### src/hw/rtl/pplq_dly.sv
// pplq_dly: enabled shift line that lines up payload with the longer
// divide and root path; no dependencies
module pplq_dly #(
  parameter int WIDTH = 8,
  parameter int DEPTH = 4
) (
  input  logic             clk,
  input  logic             en,
  input  logic [WIDTH-1:0] din,
  output logic [WIDTH-1:0] dout
);

  logic [WIDTH-1:0] taps [DEPTH];

  always_ff @(posedge clk) begin
    if (en) begin
      taps[0] <= din;
      for (int k = 1; k < DEPTH; k++) taps[k] <= taps[k-1];
    end
  end

  assign dout = taps[DEPTH-1];

endmodule

### config.mk
export PLATFORM = sky130hd
export DESIGN_NAME = pplq_dly
export DESIGN_NICKNAME = d
export VERILOG_FILES = /design/src/hw/rtl/pplq_dly.sv
export SDC_FILE = /design/constraint.sdc
export NUM_CORES = 1
export LEC_CHECK = 0
export CORE_MARGIN = 2
export CORE_UTILIZATION = 57
export CTS_CLUSTER_SIZE = 40
export DETAILED_ROUTE_END_ITERATION = 6
export DONT_BUFFER_PORTS = 1
export PLACE_DENSITY_LB_ADDON = 0.3
export SLEW_MARGIN = 20
export SYNTH_ARGS = -nofsm -noshare
export SYNTH_HDL_FRONTEND = slang
export SYNTH_SLANG_ARGS = --single-unit
### constraint.sdc
create_clock -name clk -period 0.8 [get_ports clk]
set_input_delay 0.04 -clock clk [delete_from_list [all_inputs] [get_ports clk]]
set_output_delay 0.04 -clock clk [all_outputs]
set_load 0.01 [all_outputs]
* After elaboration in Yosys (flattened, before gate mapping)
Memories as Yosys holds them, arrays and structs flattened. Cells that the tools add are included.
Cells by class: multiplexer cells 2
Operator list (number):
- 1-bit two-way mux | 2
Storage, ports and cells: register bits after elaboration 0, memory bits (writable) 32, bits of input ports 10, logic and storage cells 3, memories kept 1
Memories:
- taps | words 4, width 8, rd ports 4, clocked after Yosys merged registers in 0, write ports 4, RTL line 13 | logic [WIDTH-1:0] taps [DEPTH];

* Logic depth before layout (Yosys ltp)
depth in word-level cells 2, gate-level depth with buffers 0

* Worst setup path before layout
OpenSTA, ideal clock, no wires.
path kind flip-flop to flip-flop, start point memory taps[0][0], end point memory taps[1][0], data pin, setup time 266 ps, data arrival time 323 ps, setup slack 211 ps, cell stages (with the launch flop) 1, buffers on the path 0, period minus slack after synthesis 589 ps, cell sequence edfxtp_1
RTL lines (RTL line):
- from (decl) | 13

==> reports/results.ini <==
[final_layout]
n_antenna_cell = 0
largest_register_ffs = 32
multi_input_gate_area_um2 = 0
multi_input_combinational_cell_count = 0
layout-drive-gt1-share_pct = 14.58
area_delta_synth_final_pct = 15.76
final_area_um2 = 1112
nFillCells = 99
nets = 57
top_register = taps
layout_top_registers = taps x32

[global_routing]
grtUsageMet1_pct = 13.41
busiest_layer = met2
grt_max_degree = 33
grt_first_pass_wirelength_um = 1580
grt_util_met3_pct = 7.200
grt.met2_usage_pct = 20.86
grt_antenna_before_repair = 0
grt_remaining_overflow = 0
first_global_vias = 339
gr-usage-all-layers_pct = 12.72

[hold_path]
hold_path_class = input port to register

[synth]
yosysWarnings = 0
synth.ff_latch_count = 32
syn_nets = 42
synth_cell_type_count = 1
post_synth_inst_count = 32
avgSynthCellArea_um2 = 30.03
mappedNetlistArea_um2 = 960.9
share_of_synthesized_area_occupied_by_flip_flops_and_latches_pct = 100.0

[clock_network]
cts.sinks = 32
postCtsSetupRepairBufs = 0
cts_resized = 0
clkSlewWorstSetupHoldPaths_ps = 90
cts-root-to-sink-buffers = 2
clock_tree.htree_level_count = 2
post_cts_hold_buffer_count = 8
clkLatencyLatePin_ps = 300
tritoncts = done
clock_tree_root_driver_cell = sky130_fd_sc_hd__clkbuf_4
cts-buffers-inserted = 5

[die]
floorplan.die.height_um = 45.06
floorplan.io_pins = 18
floorplan.rows = 14
floorplan.die_area_um2 = 2030
core_area_um2 = 1541
initial_utilization_pct = 62.34
fp.dieW_um = 45.06

[drt]
drt_pass1_iterations = 4
final_routed_wire_length_divided_by_cell_count_um = 15.92
dr_drc_count = 0
via_count = 325
final_antenna_net_count = 0
route.final.wire_length_um = 1019
drt_first_iter_violations = 9
avgViaCountPerCell = 5.078

[power]
power.share.combinational_pct = 1.1
leakage_nw = 0.3790
p_clk_share_pct = 28.1
power.sequential.fraction_pct = 70.8
fin_total_pwr_mw = 2.851
power-per-cell-area_nw_per_um2 = 2563
irDropWorstVdd_mv = 1.567
power_report.internal_total_mw = 2.323
switching_power_mw = 0.5274
fraction_of_power_spent_switching_nets_pct = 18.50

[sta]
final_setup_violation_count = 0
timing.clock.skew_ps = 2.299
timing.final.crit_period_ps = 776.4
achievable-frequency_mhz = 1288
rsz0062_at_grt = true
hold_slack_ps = -161.1
tightestPinTransition_ps = 118.9
report.final.slew_viol_count = 0
min_period_over_period_pct = 97.06
headroom_to_the_max_slew_limit_pct = 92.09
timing.final.hold_violations = 32

[worst_setup_path]
start_kind = register
worstPathRequired_ps = 760
timing.critical_path.arrival_ps = 740
setup.worst_path.end_class = output pin
setup.worst_path.class = register to output pin
critPathMaxFanout = 1

[place]
cell_area_reported_after_detailed_placement_um2 = 980.9
buffer_ports.inserted = 0
placer_congestion = 0.5453

[outcome]
failing_checks = hold timing
outcome = complete, but fails checks

[flow_run]
drv_cap = 0

## power by group through the flow
stage / clock (mW) / sequential, mW / combinational [mW]
floorplan: 0 / 2.04 / 0
global placement: 0 / 2.04 / 0
detailed placement: 0 / 2.06 / 0
CTS: 0.822 / 2.02 / 0.0297
global route: 0.905 / 2.03 / 0.0345
finish: 0.801 / 2.02 / 0.0324
## cell usage in the layout, fill, tap and decap left out, drive strengths merged
cell type    count
clkbuf           5
dlygate4sd3      8
edfxtp          32
clkinv           3
## cells in the mapped netlist
| cell type | number | share of area (%) |
|---|---|---|
| sky130_fd_sc_hd__edfxtp_1 | 32 | 100 |
## metrics by stage
| stage | utilization, % | setup WS [ps] | hold WS [ps] | instances | setup TNS (ps) |
|---|---|---|---|---|---|
| floorplan | - | 211.2 | 138.9 | 32 | 0 |
| global placement | 63.64 | 209.8 | 138.9 | 48 | 0 |
| global route | 72.16 | -23.04 | -190.6 | 64 | -103.3 |
| detailed placement | 63.64 | 168.7 | 138.9 | 48 | 0 |
| CTS | 72.16 | 5.780 | -175.3 | 64 | 0 |
| finish | 72.16 | 23.56 | -161.1 | 64 | 0 |
## final timing paths
path                           to  slack [ps]                  from  cells past startpoint
max                       dout[2]          20  taps[3][2]$_DFFE_PP_                      0
min          taps[0][7]$_DFFE_PP_        -160                    en                      0
max reg2reg  taps[1][4]$_DFFE_PP_         150  taps[0][4]$_DFFE_PP_                      0
min reg2reg  taps[1][7]$_DFFE_PP_         420  taps[0][7]$_DFFE_PP_                      0
## area by class of cell
| cell class | count | area (um2) | share of cell area (%) |
|---|---|---|---|
| clock buffers | 5 | 37.54 | 3.375 |
| clock inverters | 3 | 13.76 | 1.237 |
| well taps | 16 | 20.02 | 1.800 |
| flip-flops and latches | 32 | 960.9 | 86.39 |
| repair buffers | 8 | 80.08 | 7.199 |
## metal layers
metal	vias up	wire (um)	share of wire, %
met2	20	563	55
met1	148	393	39
met4	0	0	0
met5	-	0	0
met3	0	62	6.1
li1	157	-	-
## kinds of logic after synthesis
group / count (synthesis) / synth area share (%)
DFF: 32 / 100.0
(Power assumes the default switching activity.)
