--- src/hw/rtl/pplq_pkg.sv ---
// pplq_pkg: beat types, register indexes, query kinds and datapath widths
// for the plane point and line query pipeline; no dependencies
package pplq_pkg;

  localparam int CFG_IDX_W  = 3;
  localparam int CFG_DATA_W = 48;

  localparam logic [CFG_IDX_W-1:0] REG_POINT_A      = 3'd0;
  localparam logic [CFG_IDX_W-1:0] REG_POINT_B      = 3'd1;
  localparam logic [CFG_IDX_W-1:0] REG_POINT_C      = 3'd2;
  localparam logic [CFG_IDX_W-1:0] REG_PARALLEL_THR = 3'd3;
  localparam logic [CFG_IDX_W-1:0] REG_COPLANAR_THR = 3'd4;

  localparam logic [1:0] KIND_LINE    = 2'd0;
  localparam logic [1:0] KIND_PROJECT = 2'd1;
  localparam logic [1:0] KIND_REFLECT = 2'd2;

  localparam int COORD_W = 16;   // coordinate fields
  localparam int DIFF_W  = 17;   // coordinate differences
  localparam int PROD_W  = 34;   // cross product terms
  localparam int NRM_W   = 35;   // normal components, signed
  localparam int DOT_W   = 52;   // one n*w term
  localparam int SUM_W   = 54;   // s and n.dir, signed
  localparam int MAG_W   = 53;   // magnitude of s and n.dir
  localparam int MUL_A_W = 34;   // |n| or |d|
  localparam int SQN_W   = 68;   // one n_i^2
  localparam int NN_W    = 70;   // n.n
  localparam int M_W     = 87;   // |a|*|s|
  localparam int NUM_W   = 98;   // (m<<9 or m<<10)+den
  localparam int DEN2_W  = 71;   // 2den
  localparam int SQ_W    = 106;  // s^2
  localparam int QUOT_W  = 41;   // rounded quotient bits before clamp
  localparam int DIST_Q_W = 64;
  localparam int ROOT_W  = 32;

  typedef struct packed {
    logic [1:0]         kind;
    logic signed [15:0] point_x;
    logic signed [15:0] point_y;
    logic signed [15:0] point_z;
    logic signed [15:0] end_x;
    logic signed [15:0] end_y;
    logic signed [15:0] end_z;
  } query_t;

  typedef struct packed {
    logic               found;
    logic signed [31:0] out_x;
    logic signed [31:0] out_y;
    logic signed [31:0] out_z;
    logic [31:0]        plane_distance;
    logic               on_plane;
  } result_t;

  // plane terms handed from the front end to the divide section
  typedef struct packed {
    logic [1:0]                       kind;
    logic [2:0][COORD_W-1:0]          p;
    logic [2:0][DIFF_W-1:0]           d;
    logic [2:0][NRM_W-1:0]            n;
    logic [SUM_W-1:0]                 s;
    logic [SUM_W-1:0]                 nv;
    logic [NN_W-1:0]                  nn;
  } plane_terms_t;

endpackage

--- src/hw/rtl/pplq_sqrt.sv ---
// pplq_sqrt: pipelined integer square root, one root bit per stage
// uses pplq_pkg for the root width
module pplq_sqrt
  import pplq_pkg::*;
(
  input  logic                clk,
  input  logic                en,
  input  logic [2*ROOT_W-1:0] radicand,
  output logic [ROOT_W-1:0]   root
);

  localparam int RAD_W = 2 * ROOT_W;

  logic [RAD_W-1:0] op_r  [ROOT_W-1];
  logic [RAD_W-1:0] res_r [ROOT_W];

  for (genvar k = 0; k < ROOT_W; k++) begin : g_step
    localparam logic [RAD_W-1:0] ONE = RAD_W'(1) << (2 * (ROOT_W - 1 - k));
    logic [RAD_W-1:0] op_src, res_src, trial;
    logic             take;

    if (k == 0) begin : g_first
      assign op_src  = radicand;
      assign res_src = '0;
    end else begin : g_rest
      assign op_src  = op_r[k-1];
      assign res_src = res_r[k-1];
    end

    assign trial = res_src + ONE;
    assign take  = op_src >= trial;

    always_ff @(posedge clk) begin
      if (en) res_r[k] <= take ? ((res_src >> 1) + ONE) : (res_src >> 1);
    end

    if (k < ROOT_W - 1) begin : g_carry
      always_ff @(posedge clk) begin
        if (en) op_r[k] <= take ? (op_src - trial) : op_src;
      end
    end
  end

  assign root = res_r[ROOT_W-1][ROOT_W-1:0];

endmodule

--- config.mk ---
export PLATFORM = sky130hd
export DESIGN_NAME = pplq_sqrt
export DESIGN_NICKNAME = d
export VERILOG_FILES = /design/src/hw/rtl/pplq_pkg.sv /design/src/hw/rtl/pplq_sqrt.sv
export SDC_FILE = /design/constraint.sdc
export NUM_CORES = 2
export LEC_CHECK = 0
export CAP_MARGIN = 10
export CORE_MARGIN = 2
export CORE_UTILIZATION = 50
export CTS_BUF_LIST = sky130_fd_sc_hd__clkbuf_8 sky130_fd_sc_hd__clkbuf_16
export DETAILED_ROUTE_END_ITERATION = 16
export DONT_BUFFER_PORTS = 1
export PLACE_DENSITY = 0.62
export REMOVE_ABC_BUFFERS = 1
export SLEW_MARGIN = 20
export SYNTH_ARGS = -nofsm -noshare
export SYNTH_HDL_FRONTEND = slang
export SYNTH_SLANG_ARGS = --single-unit
--- constraint.sdc ---
create_clock -name clk -period 4.4 [get_ports clk]
set_clock_uncertainty 0.2 [all_clocks]
set_input_delay 0.88 -clock clk [delete_from_list [all_inputs] [get_ports clk]]
set_output_delay 0.88 -clock clk [all_outputs]
set_load 0.005 [all_outputs]
Word level (Yosys, flattened, before mapping)
Memories as Yosys holds them, arrays and structs flattened.
Cells that the tools add are included.
{"block": "totals", "reg_bits": 0, "mem_bits_ro": 0, "n_memories": 2, "latch_bits": 0, "out_inout_bits": 32, "mem_bits_rw": 4032}
{"name": "res_r", "depth": 32, "word_bits": 64, "rd": 32, "rd_ports_with_merged_regs": 0, "wr": 32, "line_no": "pplq_sqrt.sv:15", "text": "logic [RAD_W-1:0] res_r [ROOT_W];"}
{"name": "op_r", "depth": 31, "word_bits": 64, "rd": 31, "rd_ports_with_merged_regs": 0, "wr": 31, "line_no": "pplq_sqrt.sv:14", "text": "logic [RAD_W-1:0] op_r [ROOT_W-1];"}
{"block": "op_classes", "n_div": 0, "n_mux": 65, "multipliers": 0, "bitwise": 0, "shift": 0, "n_reduce_logical": 0, "n_eq_ne": 0, "add_sub_neg": 93, "n_lt_le_gt_ge": 32}
{"op": "2-to-1 mux 64 bit", "n": 62}
{"op": ">= comparator 64 bit", "n": 31}
{"op": "subtractor 64 bit", "n": 30}
{"op": "adder 63 x 1 -> 64 bit, second input constant", "n": 1}
{"op": "adder 63 x 11 -> 64 bit, second input constant", "n": 1}
{"op": "adder 63 x 13 -> 64 bit, second input constant", "n": 1}
{"op": "adder 63 x 15 -> 64 bit, second input constant", "n": 1}
{"op": "adder 63 x 17 -> 64 bit, second input constant", "n": 1}
{"op": "adder 63 x 19 -> 64 bit, second input constant", "n": 1}
{"op": "adder 63 x 21 -> 64 bit, second input constant", "n": 1}
{"op": "adder 63 x 23 -> 64 bit, second input constant", "n": 1}
{"op": "adder 63 x 25 -> 64 bit, second input constant", "n": 1}
{"op": "adder 63 x 27 -> 64 bit, second input constant", "n": 1}
{"op": "adder 63 x 29 -> 64 bit, second input constant", "n": 1}
{"op": "adder 63 x 3 -> 64 bit, second input constant", "n": 1}
{"op": "adder 63 x 31 -> 64 bit, second input constant", "n": 1}
{"op": "adder 63 x 33 -> 64 bit, second input constant", "n": 1}
{"op": "adder 63 x 35 -> 64 bit, second input constant", "n": 1}
{"op": "adder 63 x 37 -> 64 bit, second input constant", "n": 1}
{"op": "adder 63 x 39 -> 64 bit, second input constant", "n": 1}
{"op": "adder 63 x 41 -> 64 bit, second input constant", "n": 1}
{"op": "adder 63 x 43 -> 64 bit, second input constant", "n": 1}
{"op": "adder 63 x 45 -> 64 bit, second input constant", "n": 1}
{"op": "adder 63 x 47 -> 64 bit, second input constant", "n": 1}
{"op": "other kinds (45)", "n": 46}

Logic depth before layout (Yosys ltp)
An unclocked memory read counts as a cell.
{"block": "depth", "depth_word": 4, "mapped_depth": 16, "ltp_nobuf": 12}

Worst setup path before layout
Ideal clock, no wire load.
{"block": "synth_path", "kind": "register to register", "from": "mem op_r[1][589] in the netlist's numbering", "to": "mem op_r[1][652] in the netlist's numbering, data pin", "required_ns": 3.930, "synth_period_minus_slack_ns": 3.634, "stages_incl_launch_ff": 13, "arrival_time_ns": 3.164, "setup_slack_ns": 0.766, "setup_time_ns": 0.270, "path_cell_list": "edfxtp_1 > ha_1 > or4b_2 > nor4b_1 > nand4_1 > o211a_1 > and2_1 > and2_1 > clkbuf_1 > inv_1 > clkbuf_1 > clkbuf_1 > a21oi_1"}
{"element": "start, declared", "line_no": "pplq_sqrt.sv:14"}

==> key figures <==
Global routing
  • Via count of the first global-routing pass: 75300
  • GRT Util Overall: 23.5%
  • Largest net degree at the start of global routing: 260
  • Initial antenna violation count: 3
  • Gr ovfl total: 0
  • First-pass GRT wire length: 447000 um

Floorplan
  • Starting density of the core: 50.3%
  • Die X: 496 um
  • Die Span Y: 496 um
  • FP Rows: 180
  • Die ar.: 0.246 sq mm
  • Core Area: 0.241 sq mm
  • I/O Pins: 98

Min path
  • Class of the most critical hold timing path: in -> reg
  • Min-delay src: radicand[63]
  • Hold Path Cell Cnt: 3
  • Worst hold endpoint: op_r[0][63]

Clock network
  • CTS Buf Count: 286
  • # clock sinks: 2512
  • Reg clk slew, reported paths: 0.06 ns
  • CTS root buffer: clkbuf_16
  • H-Tree Depth: 5
  • Worst skew pair latency: 0.96 ns
  • CTS tree: done
  • CTS max path bufs: 4
  • Setup bufs post-CTS: 0

Place
  • Placed Area: 0.126 sq mm
  • I/O Buffers: 0
  • Gpl congestion: 0.938
  • Placed insts: 12900
  • Hpwl dp: 215000 um

Run status
  • Status: complete, no violations

Finish
  • Final std cells w/o fill: 13500
  • Nets: 10700
  • Area delta synth->final: 12.3%
  • Cell area after layout: 0.136 sq mm
  • Layout cells sized above 1: 7.35%

Timing
  • Slew @ Worst Pin: 0.996 ns
  • Rel. slew slack: 33.0%
  • Period utilization: 97.4%
  • Setup TNS: 0 ns
  • Max Slew Vio Count: 0
  • Post-route minimum period: 4.28 ns
  • Final setup viols: 0
  • Final hold viol count: 0
  • RSZ-0062 raised after global routing: true
  • Max frequency: 0.233 GHz
  • Final hold slack: 0.135 ns

Yosys
  • Async S/R FF share, synth: 0%
  • Most used DFF post-synth: edfxtp_1
  • Sequential share of the synthesized area: 62.3%
  • Synthesized instance count: 9731
  • Synth Register Bits: 2512
  • Post-synthesis cell area: 0.121 sq mm
  • Post-synth cell types: 91
  • Avg Cell Area, Syn: 12.5 sq um
  • YS warnings: 0
  • Post-synth EDFFs: 2512

Critical path
  • Reg2reg setup slack: 0.12 ns
  • R2r worst-path depth: 12
  • Reg-to-reg endpoint: op_r[1][957]
  • Critical path class: reg -> reg
  • Endpoint class of the critical path: flip-flop
  • CP required: 4.93 ns
  • Start of the worst register-to-register path: op_r[1][850]
  • Critical path fanouts, max: 8
  • Worst EP arrival: 4.81 ns
  • Startpoint types: flip-flop

Detailed routing
  • Vias per cell: 5.82
  • Drt first pass iters: 8
  • DRC viols: 0
  • Iter 0 DRT Violations: 7285
  • Antenna-violating nets left: 0
  • Total Wirelength: 294000 um
  • WL/cell: 21.8 um
  • Via count: 78600

Power
  • Total chip power: 71.0 mW
  • Peak VDD IR: 0.000395 V
  • Leak: 51.5 nW
  • PwrDens: 522 mW/mm^2

Job
  • Max-Cap Viols: 0
critical path, cell delays in order (launching register included):
cell and delay, ns:
edfxtp_1 0.43, ha_1 0.47, and4_1 0.31, nand3_1 0.22, nor2_1 0.35, o211ai_1 0.34, a21oi_1 0.44, nor2_2 0.11
inv_2 0.10, o2111ai_1 0.18, a2111oi_0 0.62, buf_4 0.22, xor2_1 0.17
cell type report:
| class | instances | area [sq um] |
|---|---|---|
| repair buffers | 280 | 2840 |
| clock inverters | 194 | 1430 |
| clock buffers | 293 | 7330 |
| inverters | 723 | 2720 |
| multi-input cells | 6305 | 42400 |
| diodes | 1 | 2.50 |
| fillers | 19700 | 105000 |
| flip-flops and latches | 2512 | 75400 |
| well taps | 3185 | 3990 |
synthesized netlist by cell type, types with 13 or more instances:
master | count | area share (%)
edfxtp_1 | 2512 | 62
inv_1 | 716 | 2.2
nor2_1 | 650 | 2.0
a21oi_1 | 628 | 2.6
nand2_1 | 616 | 1.9
ha_1 | 558 | 5.8
xnor2_1 | 491 | 3.5
o21ai_0 | 454 | 1.9
xor2_1 | 394 | 2.8
nor4_1 | 310 | 1.6
nor3_1 | 293 | 1.2
a21o_1 | 251 | 1.6
nand3_1 | 170 | 0.70
nand4_1 | 160 | 0.83
clkbuf_1 | 157 | 0.49
nand2b_1 | 107 | 0.55
or3_1 | 95 | 0.49
o21a_1 | 93 | 0.58
nor2b_1 | 72 | 0.37
a31oi_1 | 62 | 0.32
mux2_2 | 60 | 0.56
or4_1 | 54 | 0.33
and3_1 | 51 | 0.26
nor4b_1 | 51 | 0.37
o31ai_1 | 49 | 0.30
a211oi_1 | 47 | 0.29
o21bai_1 | 42 | 0.26
and2_1 | 41 | 0.21
or2_2 | 40 | 0.21
nand3b_1 | 38 | 0.24
o211ai_1 | 38 | 0.24
and4_1 | 32 | 0.23
a21boi_0 | 31 | 0.19
nand4b_1 | 29 | 0.21
nor3b_1 | 28 | 0.17
a211o_1 | 23 | 0.17
a2111oi_0 | 22 | 0.16
o2111ai_1 | 19 | 0.14
o41ai_1 | 17 | 0.12
buf_1 | 14 | 0.043
buf_2 | 14 | 0.058
o22ai_1 | 13 | 0.067
per-layer routing:
metal,global-route usage [%],vias up,part of all wire (%)
met3,3.58,406,6.0
met5,0,-,0
met1,34.3,38600,46
met4,5.41,0,2.0
li1,-,37300,-
met2,37.1,2271,46
per-stage QoR:
stage	utilization, %	setup slack (ns)
finish	56.5	0.116
global placement	52.4	-2.43
floorplan	-	-1.19
global route	56.5	0.000441
detailed placement	52.5	-2.80
CTS	56.5	0.0398
worst max-delay path by stage:
stage                            start           end  slack [ns]  cells after the start
after floorplan           op_r[1][526]  op_r[1][627]       -1.19                     10
after global placement              en  res_r[7][80]       -2.43                      6
after detailed placement            en  res_r[7][81]       -2.80                      7
after CTS                 op_r[1][401]  op_r[1][507]        0.04                     13
after global routing      op_r[1][402]  op_r[1][507]      0.0004                     11
final                     op_r[1][850]  op_r[1][957]        0.12                     12
logic make-up after synthesis:
| group | share of synthesized area [%] |
|---|---|
| multiplexers | 0.617 |
| XOR/XNOR | 6.40 |
| AO/OA/AOI/OAI | 9.78 |
| flip-flops | 62.3 |
| adder cells (fa/ha/maj) | 5.76 |
| buffers and inverters | 2.88 |
| AND/OR/NAND/NOR | 12.3 |
cells in the final DEF, fill, tap and decap left out, types with 293 or more instances in the layout:
master     count
nor3_1       293
clkbuf_16    294
o21ai_0      453
nor2_1       649
nor4_1       309
xnor2_1      491
a21oi_1      626
ha_1         558
inv_1        773
xor2_1       394
edfxtp_1    2512
nand2_1      616
where the power goes:
| part | internal (mW) | switching, mW |
|---|---|---|
| clock network | 13.2 | 9.26 |
| registers | 30.5 | 2.50 |
| logic | 6.47 | 9.11 |
sequential cells by signal, indices dropped and copies added (netlist names):
name	flops
op_r	1984
res_r	528
repair_timing:
action / in CTS / in global routing
cloned: 8 / 1
resized for setup: 1 / 8
pin swaps: 0 / 1
hold endpoints to repair: 189 / 0
endpoints found under the setup margin: 683 / 86
hold buffers: 65 / 0
Power figures use the tool's default switching activity.
